===== src/design/mgnes_pkg.sv =====
// ----------------------------------------------------------------------------
// mgnes_pkg: shared types and constants of the next event search unit
// Holds the default sizes, the transaction field layout, the operation codes,
// the node table entry layout and the controller to datapath interface.
// ----------------------------------------------------------------------------
package mgnes_pkg;

  // Default sizes of the graph tables.
  localparam int unsigned NODES_DEF   = 128;
  localparam int unsigned REGIONS_DEF = 16;

  // Fixed field widths of a transaction.
  localparam int unsigned NODE_W   = 7;
  localparam int unsigned CNT_W    = 2;
  localparam int unsigned REGION_W = 4;
  localparam int unsigned WRAP_W   = 30;
  localparam int unsigned WEIGHT_W = 32;
  localparam int unsigned RAD_W    = 64;
  localparam int unsigned OP_W     = 2;

  // Number of distinct raw node and region codes a transaction can carry.
  localparam int unsigned NODE_CODES   = 1 << NODE_W;
  localparam int unsigned REGION_CODES = 1 << REGION_W;

  // Input tdata layout, lowest bit first.
  localparam int unsigned IN_NODE_LSB   = 0;
  localparam int unsigned IN_CNT_LSB    = 7;
  localparam int unsigned IN_BND_LSB    = 9;
  localparam int unsigned IN_NB0_LSB    = 10;
  localparam int unsigned IN_NB1_LSB    = 17;
  localparam int unsigned IN_W0_LSB     = 24;
  localparam int unsigned IN_W1_LSB     = 56;
  localparam int unsigned IN_HASREG_LSB = 88;
  localparam int unsigned IN_REGION_LSB = 89;
  localparam int unsigned IN_WRAP_LSB   = 93;
  localparam int unsigned IN_RAD_LSB    = 123;
  localparam int unsigned IN_DATA_W     = 192;

  // Output tdata layout, lowest bit first.
  localparam int unsigned OUT_SLOT_LSB = 0;
  localparam int unsigned OUT_TIME_LSB = 1;
  localparam int unsigned OUT_DATA_W   = 72;

  // Time reported when no collision is pending.
  localparam logic [RAD_W-1:0] NO_EVENT = 64'h7FFF_FFFF_FFFF_FFFF;

  // Largest meaningful neighbour count.
  localparam logic [CNT_W-1:0] MAX_SLOTS = 2'd2;

  typedef enum logic [OP_W-1:0] {
    OP_WR_NODE   = 2'd0,
    OP_WR_REGION = 2'd1,
    OP_QUERY     = 2'd2,
    OP_NONE      = 2'd3
  } op_t;

  // One node table entry: everything a node owns.
  typedef struct packed {
    logic [CNT_W-1:0]    count;
    logic                bnd;
    logic                has_region;
    logic [REGION_W-1:0] region;
    logic [WRAP_W-1:0]   wrapped;
    logic [NODE_W-1:0]   nb0;
    logic [NODE_W-1:0]   nb1;
    logic [WEIGHT_W-1:0] w0;
    logic [WEIGHT_W-1:0] w1;
  } node_ent_t;

  // Commands from the controller to the datapath.
  typedef struct packed {
    logic wr_node;   // write the node table from the accepted transaction
    logic wr_region; // write the region radius table
    logic rd_in;     // node table read address comes from the input
    logic cap_own;   // capture the queried node's entry and reset the search
    logic rad1_ld;   // load the queried node's radius
    logic sub_bnd;   // form the boundary candidate
    logic cap_nb;    // capture the current neighbour's entry
    logic rad2_ld;   // load the neighbour's radius
    logic sub_nb;    // form the neighbour candidate
    logic cmp;       // compare the candidate and step to the next slot
    logic out_ld;    // load the result register
  } dp_cmd_t;

  // Status from the datapath to the controller.
  typedef struct packed {
    logic bnd_case;  // slot 0 is a used boundary slot
    logic more;      // the current slot is a used slot
    logic more_next; // the slot after the current one is used
    logic out_free;  // the result register can take a new result
  } dp_sts_t;

endpackage


===== src/design/mgnes_ctrl.sv =====
// ----------------------------------------------------------------------------
// mgnes_ctrl: sequencer of the next event search unit
// Steps a query through the node, radius, candidate and compare phases and
// issues table writes for the two write operations.
// ----------------------------------------------------------------------------
module mgnes_ctrl (
  input  logic                clk,
  input  logic                rst,
  input  logic                in_valid,
  input  mgnes_pkg::op_t      in_op,
  output logic                in_ready,
  input  mgnes_pkg::dp_sts_t  sts,
  output mgnes_pkg::dp_cmd_t  cmd
);

  typedef enum logic [9:0] {
    ST_IDLE    = 10'b00_0000_0001,
    ST_OWN_ENT = 10'b00_0000_0010,
    ST_OWN_RAD = 10'b00_0000_0100,
    ST_BND     = 10'b00_0000_1000,
    ST_NB_RD   = 10'b00_0001_0000,
    ST_NB_ENT  = 10'b00_0010_0000,
    ST_NB_RAD  = 10'b00_0100_0000,
    ST_NB_SUB  = 10'b00_1000_0000,
    ST_CMP     = 10'b01_0000_0000,
    ST_DONE    = 10'b10_0000_0000
  } state_t;

  state_t state;
  state_t state_next;
  logic   accept;

  assign in_ready = !rst && (state == ST_IDLE);
  assign accept   = in_valid && in_ready;

  always_ff @(posedge clk) begin
    if (rst) begin
      state <= ST_IDLE;
    end else begin
      state <= state_next;
    end
  end

  always_comb begin
    state_next = state;
    cmd        = '0;
    unique case (state)
      ST_IDLE: begin
        cmd.rd_in     = 1'b1;
        cmd.wr_node   = accept && (in_op == mgnes_pkg::OP_WR_NODE);
        cmd.wr_region = accept && (in_op == mgnes_pkg::OP_WR_REGION);
        if (accept && (in_op == mgnes_pkg::OP_QUERY)) begin
          state_next = ST_OWN_ENT;
        end
      end
      ST_OWN_ENT: begin
        cmd.cap_own = 1'b1;
        state_next  = ST_OWN_RAD;
      end
      ST_OWN_RAD: begin
        cmd.rad1_ld = 1'b1;
        priority if (sts.bnd_case) begin
          state_next = ST_BND;
        end else if (sts.more) begin
          state_next = ST_NB_ENT;
        end else begin
          state_next = ST_DONE;
        end
      end
      ST_BND: begin
        cmd.sub_bnd = 1'b1;
        state_next  = ST_CMP;
      end
      ST_NB_RD: begin
        state_next = ST_NB_ENT;
      end
      ST_NB_ENT: begin
        cmd.cap_nb = 1'b1;
        state_next = ST_NB_RAD;
      end
      ST_NB_RAD: begin
        cmd.rad2_ld = 1'b1;
        state_next  = ST_NB_SUB;
      end
      ST_NB_SUB: begin
        cmd.sub_nb = 1'b1;
        state_next = ST_CMP;
      end
      ST_CMP: begin
        cmd.cmp    = 1'b1;
        state_next = sts.more_next ? ST_NB_RD : ST_DONE;
      end
      ST_DONE: begin
        if (sts.out_free) begin
          cmd.out_ld = 1'b1;
          state_next = ST_IDLE;
        end
      end
      default: begin
        state_next = ST_IDLE;
      end
    endcase
  end

endmodule


===== config.mk =====
export PLATFORM = sky130hd
export DESIGN_NAME = mgnes_ctrl
export DESIGN_NICKNAME = d
export VERILOG_FILES = /design/src/design/mgnes_pkg.sv /design/src/design/mgnes_ctrl.sv
export SDC_FILE = /design/constraint.sdc
export NUM_CORES = 1
export LEC_CHECK = 0
export ABC_AREA = 1
export BUFFER_PORTS_ARGS = -buffer_cell sky130_fd_sc_hd__buf_2
export CAP_MARGIN = 20
export CELL_PAD_IN_SITES_DETAIL_PLACEMENT = 1
export CELL_PAD_IN_SITES_GLOBAL_PLACEMENT = 1
export CORE_MARGIN = 5
export CORE_UTILIZATION = 30
export DETAILED_ROUTE_END_ITERATION = 12
export PLACE_DENSITY = 0.71
export SETUP_SLACK_MARGIN = 0.2
export SLEW_MARGIN = 20
export SYNTH_ARGS = -nofsm -noshare
export SYNTH_HDL_FRONTEND = slang
export SYNTH_SLANG_ARGS = --single-unit

===== constraint.sdc =====
create_clock -name clk -period 1.2 [get_ports clk]
set_input_delay 0.06 -clock clk [delete_from_list [all_inputs] [get_ports clk]]
set_output_delay 0.06 -clock clk [all_outputs]
set_load 0.01 [all_outputs]

==> metrics.yaml, run 1 <==
synthesis:
  syn_area_per_cell_um2: 6.57
  ys_types: 18
  yosysWarnings: 0
  synth.most_common_cell: "inv_1"
  ys_top_cells_by_area: "dfxtp_1 (29%), inv_1 (14%), nor2_1 (9.8%), nand3_1 (6.5%), nor2_4 (6.5%)"
  synthFlopType: "dfxtp_1"
  syn_nets: 114
  async_flop_share_pct: 0
  synth_area_um2: 689
  synthTopCellsByCount: "inv_1 (26), nor2_1 (18), dfxtp_1 (10)"
  synth-edff-count: 0
  ys_seq_elements: 10
  yosysSeqAreaShare_pct: 29.0
  synth_top_cell_by_area: "dfxtp_1"
  synth.top_cell.area_share_pct: 29.0
  syn_inst: 105
clock_tree:
  clk_latency_ps: 280
  cts_buffer_depth: 2
  h-tree-depth: 1
  hold_buffers: 0
  numCtsBuffers: 3
  cts_root_buffer: "clkbuf_4"
  cts.clk_slew.worst_paths_ps: 70
  cts_tree: "built"
  clock_sinks: 10
final_layout:
  top_register: "state"
  drive_gt1_share_pct: 75.7
  fin_nets: 179
  reg_top3: "state (10)"
  largest_reg_flops: 10
  num_antenna_cells: 0
  final_cell_count_no_fill: 197
  num-fill-cells: 272
  area_delta_synth_final_pct: 109
status:
  status: "finished, violations left"
  violations: "setup timing"
die:
  ioPinCount: 21
  die_area_um2: 3360
  start_util_pct: 31.2
  die_y_um: 57.9
  fp.coreArea_um2: 2210
  fp.dieW_um: 57.9
  rows: 17
sta:
  rsz0062_at_grt: "true"
  hold_ws_ps: 53.6
  finalClockSkew_ps: 2.21
  setup_slack_ps: -418
  worstMarginPinSlew_ps: 359
  drv_slew: 0
  slew_headroom_pct: 76.0
  post-route-period-util_pct: 135
  period_needed_ps: 1620
  final-setup-viol-count: 22
  final_hold_viol_count: 0
  setup_tns_ps: -6780
  max_freq_ghz: 0.618
detailed_routing:
  drc: 0
  first_pass_iters: 4
  wl_per_cell_um: 18.5
  ant_nets: 0
  via_per_inst: 4.82
  wl_um: 3650
  drt_iter0_markers: 26
  via_count: 950
placement:
  pre_cts_slack_ps: -157
  gp_congestion: 0.755
  hpwl_um: 1930
  port_buffers: 20
  post-place-cells: 169
worst_setup_path:
  worstPathRequired_ps: 1350
  crit_fanout: 3
  worst-setup-path-type: "reg2reg"
  crit_path_end_kind: "flop"
  worstPathArrival_ps: 1770
  critPathLaunchType: "flop"
  regToRegSetupSlack_ps: -420
global_routing:
  grt_use_met3_pct: 4.01
  busiest_layer: "met2"
  grtUsageMet1_pct: 24.1
  overflow: 0
  grt_pass1_vias: 1031
  grt_pass1_wl_um: 5310
  grt.total_usage_pct: 21.3
  antenna_found_initial: 0
  met2_usage_pct: 39.4
  grt_max_degree: 9
power_and_ir_drop:
  powerDensity_nw_per_um2: 1040
  peakVddDrop_mv: 1.14
  power.leakage_nw: 0.760
run:
  cap_violations: 0
worst_hold_path:
  hp-class: "in2reg"
## critical path, cell delays in order (launching register included)
cell and delay (ps):
dfxtp_4 380, inv_4 70, nand2_4 50, nor2_4 120, nand3_4 100, buf_4 150, buf_6 110, buf_4 140
nand2_2 80, inv_2 50, nand2_2 70, nor2_2 50, nand3_2 60, nand3_2 70
## through the flow
stage | area, µm² | total power [mW] | util (%)
2_1_floorplan | 726 | 0.686 | -
3_3_place_gp | 981 | 0.837 | 44.3
3_5_place_dp | 981 | 0.862 | 44.3
4_1_cts | 1290 | 1.38 | 58.5
5_1_grt | 1440 | 1.59 | 65.2
6_report | 1440 | 1.50 | 65.2
## layer usage
metal	share of wire, %	vias to the layer above
met1	41	471
li1	-	455
met2	56	17
met4	1.3	0
met3	2.0	7
met5	0	-
## power by group
part | internal (mW) | leakage, nW | switching [mW]
clock network | 0.185 | 0.0210 | 0.138
logic | 0.376 | 0.653 | 0.430
registers | 0.347 | 0.0860 | 0.0302
## cell usage in the layout (no fill, tap or decap), drive strengths merged, types with 2 or more instances in the layout
cell type  synthesis  final
buf                1     61
clkbuf             0      4
dfxtp             10     10
inv               28     28
nand2             13     13
nand3             13     13
nand3b             2      2
nand4              6      6
nor2              26     26
o21ai              2      2
## area by class of cell
class | instances | area [µm²] | share of cell area (%)
tap | 28 | 35.0 | 2.43
multi-input combinational | 66 | 536 | 37.1
clock buffer | 4 | 36.3 | 2.52
sequential | 10 | 220 | 15.3
inverter | 28 | 115 | 7.98
timing repair buffer | 61 | 500 | 34.7
## timing repair
action / 4_1_cts / 5_1_grt
hold endpoints to repair: 0 / 0
setup endpoints to repair: 22 / 22
resized for setup: 44 / 25
cloned: 0 / 0
setup buffers: 16 / 8
pin swaps: 23 / 17
## final timing paths
kind             from        to  cells after the start
min reg2reg  state[9]  state[4]                      6
min            sts[3]  state[3]                      3
max reg2reg  state[1]  state[0]                     13
max          state[1]  state[0]                     13
## logic make-up after synthesis
| group | after synthesis | synth area share (%) |
|---|---|---|
| compound gates | 5 | 5.26 |
| buf+inv | 29 | 16.3 |
| simple gates | 61 | 49.4 |
| flops | 10 | 29.0 |
Power figures use the tool's default switching activity.
==> inputs of run 2 (changes only) <==
- ABC_AREA: 1 -> not set
- CORE_UTILIZATION: 30 -> 32
- CTS_CLUSTER_SIZE: not set -> 25
- PLACE_DENSITY: 0.71 -> 0.72
==> run 2 against run 1 <==
Effect of this change:
- the run now fails in global routing (5_1_grt)
- synthesized cell count fell by 24%
- synthesized area fell by 1.3%
==> metrics.yaml, run 2 <==
status:
  status: "did not finish"
  haltStage: "global routing (5_1_grt)"
  error_line: "[ERROR DPL-0033] detailed placement checks failed during check placement."
die:
  die_y_um: 56.1  # -3.1%
  start_util_pct: 34.0  # +2.8 points
  ioPinCount: 21  # unchanged
  rows: 16  # -1
  fp.dieW_um: 56.1  # -3.1%
synthesis:
  synth.most_common_cell: "dfxtp_1"
  synthTopCellsByCount: "dfxtp_1 (10), o21ai_0 (6), inv_1 (5)"
  ys_types: 38  # +20
  synth-edff-count: 0  # unchanged
  synth_area_um2: 681  # -1.3%
  yosysSeqAreaShare_pct: 29.4  # +0.37 points
  syn_inst: 80  # -24%
  synthFlopType: "dfxtp_1"
  synth.top_cell.area_share_pct: 29.4  # +0.37 points
  async_flop_share_pct: 0  # unchanged
  ys_seq_elements: 10  # unchanged
  synth_top_cell_by_area: "dfxtp_1"
  syn_area_per_cell_um2: 8.51  # +30%
  yosysWarnings: 0  # unchanged
  syn_nets: 89  # -22%
  ys_top_cells_by_area: "dfxtp_1 (29%), o21ai_0 (4.4%), a211oi_1 (4.4%), nand3b_1 (4.4%), nor4b_4 (3.5%)"
clock_tree:
  cts_root_buffer: "clkbuf_4"
  clock_sinks: 10  # unchanged
  numCtsBuffers: 3  # unchanged
  h-tree-depth: 1  # unchanged
  hold_buffers: 0  # unchanged
  cts_buffer_depth: 2  # unchanged
sta:
  postGrtWorstEndpoint: "cmd[4]"
  worstEndpointType: "top-level output"
placement:
  hpwl_um: 2050  # +6.4%
  placed_cell_area_um2: 1020  # +4.1%
  gp_congestion: 0.849  # +13%
  port_buffers: 20  # unchanged
global_routing:
  antenna_found_initial: 0
  grt_max_degree: 11
==> run 2: stage by stage <==
stage	cells	setup slack [ps]
detailed placement	149	-656
global placement	149	-657
CTS	161	-744
floorplan	80	-592
==> run 2: cells by family after synthesis <==
| logic type | after synthesis | synth area share [%] |
|---|---|---|
| xor gates and xnor gates | 3 | 3.86 |
| AOI/OAI and AO/OA | 19 | 18.2 |
| buffers and inverters | 9 | 6.80 |
| and+or+nand+nor | 39 | 41.7 |
| DFF | 10 | 29.4 |
==> run 2: what timing repair did <==
| item | in CTS |
|---|---|
| pin swaps | 13 |
| setup buffers | 8 |
| hold endpoints to repair | 0 |
| gates resized for setup | 47 |
| setup endpoints to repair | 22 |
==> inputs of run 3 (changes only) <==
- CELL_PAD_IN_SITES_DETAIL_PLACEMENT: 1 -> not set
- CELL_PAD_IN_SITES_GLOBAL_PLACEMENT: 1 -> not set
- CORE_AREA: not set -> 5 5 66 68
- CORE_MARGIN: 5 -> not set
- CORE_UTILIZATION: 32 -> not set
- CTS_CLUSTER_SIZE: 25 -> not set
- DIE_AREA: not set -> 0 0 71 73
- PLACE_DENSITY: 0.72 -> not set
- PLACE_DENSITY_LB_ADDON: not set -> 0.15
- SETUP_SLACK_MARGIN: 0.2 -> not set
- clock period: 1.2 -> 1.55 ns (I/O delays scaled with it)
==> run 3 against run 2 <==
Effect of this change:
- the flow now finishes, with violations (setup timing)
- synthesized area unchanged
- synthesized cell count unchanged
==> metrics.yaml, run 3 <==
synthesis:
  syn_inst: 80  # unchanged
  synth_area_um2: 681  # unchanged
  synth.top_cell.area_share_pct: 29.4  # unchanged
  async_flop_share_pct: 0  # unchanged
  ys_top_cells_by_area: "dfxtp_1 (29%), o21ai_0 (4.4%), a211oi_1 (4.4%), nand3b_1 (4.4%), nor4b_4 (3.5%)"
  ys_types: 38  # unchanged
  synth.most_common_cell: "dfxtp_1"
  synth-edff-count: 0  # unchanged
  yosysSeqAreaShare_pct: 29.4  # unchanged
  syn_nets: 89  # unchanged
  synth_top_cell_by_area: "dfxtp_1"
  ys_seq_elements: 10  # unchanged
  syn_area_per_cell_um2: 8.51  # unchanged
  synthTopCellsByCount: "dfxtp_1 (10), o21ai_0 (6), inv_1 (5)"
  yosysWarnings: 0  # unchanged
  synthFlopType: "dfxtp_1"
clock_tree:
  cts.clk_slew.worst_paths_ps: 50
  cts_buffer_depth: 2  # unchanged
  hold_buffers: 0  # unchanged
  h-tree-depth: 1  # unchanged
  cts_root_buffer: "clkbuf_8"
  cts_tree: "built"
  numCtsBuffers: 3  # unchanged
  clk_latency_ps: 240
  clock_sinks: 10  # unchanged
worst_setup_path:
  crit_path_end_kind: "primary output"
  worstPathArrival_ps: 1850
  crit_fanout: 3
  critPathLaunchType: "flop"
  worstPathRequired_ps: 1470
  worst-setup-path-type: "reg2out"
run:
  cap_violations: 0
detailed_routing:
  first_pass_iters: 4
  dr_wl_met2_um: 1350
  wl_um: 2590
  route.met3.wl_um: 61
  drt_iter0_markers: 22
  ant_nets: 0
  wl_per_cell_um: 14.1
  via_count: 852
  drc: 0
  dr.max_layer_used: "met4"
  wl_met1_um: 1060
  via_per_inst: 4.66
power_and_ir_drop:
  powerDensity_nw_per_um2: 1990
  power.leakage_nw: 0.590
  peakVddDrop_mv: 0.733
  power_mw: 2.75
global_routing:
  grt_max_degree: 12
  grt_pass1_wl_um: 4130
  grt_pass1_vias: 878
  antenna_found_initial: 0
  grt.total_usage_pct: 10.6
  overflow: 0
placement:
  hpwl_um: 1920  # -6.4%
  placed_cell_area_um2: 975  # -4.5%
  gp_congestion: 0.856  # +0.77%
  port_buffers: 20  # unchanged
  pre_cts_slack_ps: -328  # +328 ps
  post-place-cells: 165  # +11%
final_layout:
  top_register: "state"
  mostFrequentLayoutCells: "buf_4 (22), buf_2 (16), buf_6 (15)"
  seqCellArea_um2: 206
  area_delta_synth_final_pct: 103
  layout_commonest_cell: "buf_4"
  fin_nets: 143
  largest_reg_flops: 10
  final_cell_count_no_fill: 183
  num_antenna_cells: 0
  drive_gt1_share_pct: 72.2
  reg_top3: "state (10)"
  num-fill-cells: 400
  post-route-cell-area_um2: 1380
  multiInputGateArea_um2: 624
sta:
  final-setup-viol-count: 18
  period_needed_ps: 1930
  setup_slack_ps: -376
  rsz0062_at_grt: "true"
  slew_headroom_pct: 77.8
  drv_slew: 0
  worstMarginPinSlew_ps: 333
  max_freq_ghz: 0.519
  final_hold_viol_count: 0
  post-route-period-util_pct: 124
  finalClockSkew_ps: 2.90
die:
  die_y_um: 73  # +30%
  start_util_pct: 17.9  # -16 points
  fp.coreArea_um2: 3800
  die_area_um2: 5180
  fp.dieW_um: 71  # +27%
  rows: 23  # +7
  ioPinCount: 21  # unchanged
worst_hold_path:
  hp-class: "in2reg"
status:
  violations: "setup timing"
  status: "finished, violations left"
-- run 3: cell counts after synthesis --
No cell type changed its count.
-- run 3: per-layer routing --
| metal | track usage, % | vias to the layer above |
|---|---|---|
| met2 | 18.3 | 23 |
| li1 | - | 414 |
| met1 | 11.3 | 406 |
| met3 | 1.38 | 9 |
| met4 | 8.98 | 0 |
| met5 | 0 | - |
-- run 3: cell families (layout without fill, tap and decap cells) --
logic type      after synthesis  count (layout)  share of synthesized area (%)
xor+xnor                      3               3                           3.86
buf+inv                       9              62                           6.80
flops                        10              10                           29.4
compound gates               19              19                           18.2
simple gates                 39              39                           41.7
-- run 3: final timing paths --
path             from       end  slack [ps]  depth (start not counted)
max          state[3]    cmd[7]        -380                          4
min            sts[3]  state[3]         100                          3
max reg2reg  state[8]  state[0]        -330                          5
min reg2reg  state[3]  state[3]         710                          4
-- run 3: area by class of cell --
class                      count  share of cell area (%)
multi-input combinational     61                    45.2
timing repair buffer          53                    30.0
sequential                    10                    14.9
tap                           50                    4.53
clock buffer                   4                    3.99
inverter                       5                    1.36
-- run 3: where the power goes --
| group | switching [mW] | internal (mW) |
|---|---|---|
| registers | 0.0572 | 0.346 |
| clock network | 0.102 | 0.223 |
| logic | 0.928 | 1.09 |
| total | 1.09 | 1.66 |
-- run 3: through the flow --
step	setup TNS, ps	hold WS (ps)	utilization, %
detailed placement	-2960	365	25.7
floorplan	-1930	188	-
global placement	-2860	359	25.7
CTS	-4010	110	32.7
global route	-5300	105	36.4
finish	-4050	101	36.4
-- run 3: worst max-delay path, stage by stage, from the launching register on --
cell	delay, ps
dfxtp_2	320
or4_4	550
or4b_4	580
inv_2	70
buf_6	90
-- run 3: what timing repair did --
item,CTS,global route
endpoints found under the setup margin,20,21
resized for setup,35,21
endpoints found under the hold margin,0,0
pin swaps,13,10
buffers inserted,9,7
==> inputs of run 4 (changes only) <==
- PLACE_DENSITY: not set -> 0.4
- PLACE_DENSITY_LB_ADDON: 0.15 -> not set
==> run 4 against run 3 <==
Effect of this change:
- sequential power grew 2%
- sequential cell count is the same
- combinational power grew 3%
- clock power grew 4%
- sequential share of layout area is essentially flat
- cell area grew 0.54%
- non-clock buffer count grew 2
- die area is the same
- the run still ends with setup timing left
- power grew 3.2%
- setup slack gained 8.5 ps
- first-iteration DRC count grew to 2.6 times the previous value
- critical path depth is the same
==> metrics.yaml, run 4 (synthesis gave the netlist of run 3 again) <==
die:
  fp.coreArea_um2: 3800  # unchanged
  die_y_um: 73  # unchanged
  ioPinCount: 21  # unchanged
  rows: 23  # unchanged
  fp.dieW_um: 71  # unchanged
  start_util_pct: 17.9  # unchanged
  die_area_um2: 5180  # unchanged
clock_tree:
  cts_buffer_depth: 2  # unchanged
  clk_latency_ps: 240  # about the same
  cts.clk_slew.worst_paths_ps: 50  # about the same
  h-tree-depth: 1  # unchanged
  cts_tree: "built"
  clock_sinks: 10  # unchanged
  numCtsBuffers: 3  # unchanged
  cts_root_buffer: "clkbuf_8"
worst_setup_path:
  crit_fanout: 4  # +1
  worstPathArrival_ps: 1840  # about the same
  regToRegSetupSlack_ps: -290  # +40 ps
  worstPathRequired_ps: 1470  # about the same
  critPathLaunchType: "flop"
  crit_path_end_kind: "primary output"
  worst-setup-path-type: "reg2out"
detailed_routing:
  via_count: 838  # -1.6%
  via_per_inst: 4.53  # -2.7%
  drc: 0  # unchanged
  ant_nets: 0  # unchanged
  drt_iter0_markers: 58  # +160%
  wl_um: 2520  # -2.6%
  wl_per_cell_um: 13.6  # -3.6%
  first_pass_iters: 4  # unchanged
final_layout:
  num-fill-cells: 390  # -2.5%
  reg_top3: "state (10)"
  drive_gt1_share_pct: 71.9  # -0.33 points
  num_antenna_cells: 0  # unchanged
  post-route-cell-area_um2: 1390  # +0.54%
  area_delta_synth_final_pct: 104
  mostFrequentLayoutCells: "buf_4 (23), buf_6 (16), buf_2 (15)"
  layout_commonest_cell: "buf_4"
  largest_reg_flops: 10  # unchanged
  fin_nets: 145  # +1.4%
  top_register: "state"
sta:
  drv_slew: 0  # unchanged
  final_hold_viol_count: 0  # unchanged
  worstMarginPinSlew_ps: 323  # -10.6 ps
  period_needed_ps: 1920  # -8.50 ps
  finalClockSkew_ps: 7.61  # +4.71 ps
  max_freq_ghz: 0.522  # +0.44%
  rsz0062_at_grt: "true"
  final-setup-viol-count: 19  # +1
  hold_ws_ps: 121  # +20.1 ps
  post-route-period-util_pct: 124  # -0.55 points
  slew_headroom_pct: 78.5  # +0.71 points
  setup_slack_ps: -367  # +8.50 ps
power_and_ir_drop:
  p_comb_share_pct: 73.5  # about the same
  seqPwrFrac_pct: 14.6  # about the same
  power.leakage_nw: 0.600  # +1.7%
  clockPowerShare_pct: 11.9  # about the same
  intPower_mw: 1.76  # +5.9%
  peakVddDrop_mv: 0.472  # -36%
  p_switching_mw: 1.08  # -0.86%
  powerDensity_nw_per_um2: 2040  # +2.7%
  swShare_pct: 38.0  # -1.6 points
run:
  cap_violations: 0  # unchanged
global_routing:
  overflow: 0  # unchanged
  antenna_found_initial: 0  # unchanged
  grt_max_degree: 12  # unchanged
  grt_pass1_vias: 886  # +0.91%
  grt_pass1_wl_um: 4150  # +0.48%
  grt.total_usage_pct: 10.1  # -0.40 points
placement:
  port_buffers: 20  # unchanged
  gp_congestion: 0.846  # -1.1%
  hpwl_um: 1790  # -6.9%
  pre_cts_slack_ps: -307  # +21.4 ps
  placed_cell_area_um2: 1030  # +5.9%
worst_hold_path:
  hp-class: "in2reg"
status:
  status: "finished, violations left"
  violations: "setup timing"
[run 4: worst paths after layout]
check	start	end	depth (start not counted)
min	sts[3]	state[3]	3
max	state[3]	cmd[7]	4
max reg2reg	state[3]	state[5]	4
min reg2reg	state[3]	state[2]	3
[run 4: routing by layer]
layer / global-route usage (%) / vias up / part of all wire, %
li1: - / 423 / -
met1: 12.3 / 390 / 43
met2: 17.0 / 21 / 50
met3: 2.62 / 4 / 5.5
met4: 4.38 / 0 / 1.4
met5: 0 / - / 0
[run 4: layout make-up]
cell class | instances | area (µm²) | area share (%)
Clock buffer | 4 | 55.1 | 3.96
Inverter | 5 | 18.8 | 1.35
Multi-Input combinational cell | 61 | 597 | 43.0
Sequential cell | 10 | 208 | 15.0
Tap cell | 50 | 62.6 | 4.50
Timing Repair Buffer | 55 | 448 | 32.3
[run 4: critical path: stages (launching register included)]
cell and delay [ps]:
dfxtp_2 320, or4_4 560, or4b_4 560, inv_2 70, buf_6 90
[run 4: repair_timing]
action | 4_1_cts | 5_1_grt
pin swaps | 15 | 16
hold buffers | 0 | 0
gates resized for setup | 34 | 19
endpoints found under the setup margin | 20 | 21
buffers inserted | 7 | 4
[run 4: power by group through the flow]
stage | clock network [mW] | logic, mW | registers [mW]
finish | 0.338 | 2.09 | 0.413
global route | 0.351 | 2.24 | 0.418
CTS | 0.346 | 1.87 | 0.408
global placement | 0 | 1.45 | 0.401
floorplan | 0 | 0.794 | 0.437
detailed placement | 0 | 1.43 | 0.399
[run 4: metrics by stage]
| stage | cells | util [%] | total power, mW | TNS (ps) |
|---|---|---|---|---|
| after floorplan | 80 | - | 1.23 | -1930 |
| final | 185 | 36.6 | 2.84 | -4490 |
| after global placement | 171 | 27.2 | 1.85 | -2760 |
| after CTS | 181 | 33.7 | 2.62 | -4250 |
| after detailed placement | 171 | 27.2 | 1.83 | -2900 |
| after global routing | 185 | 36.6 | 3.01 | -5530 |
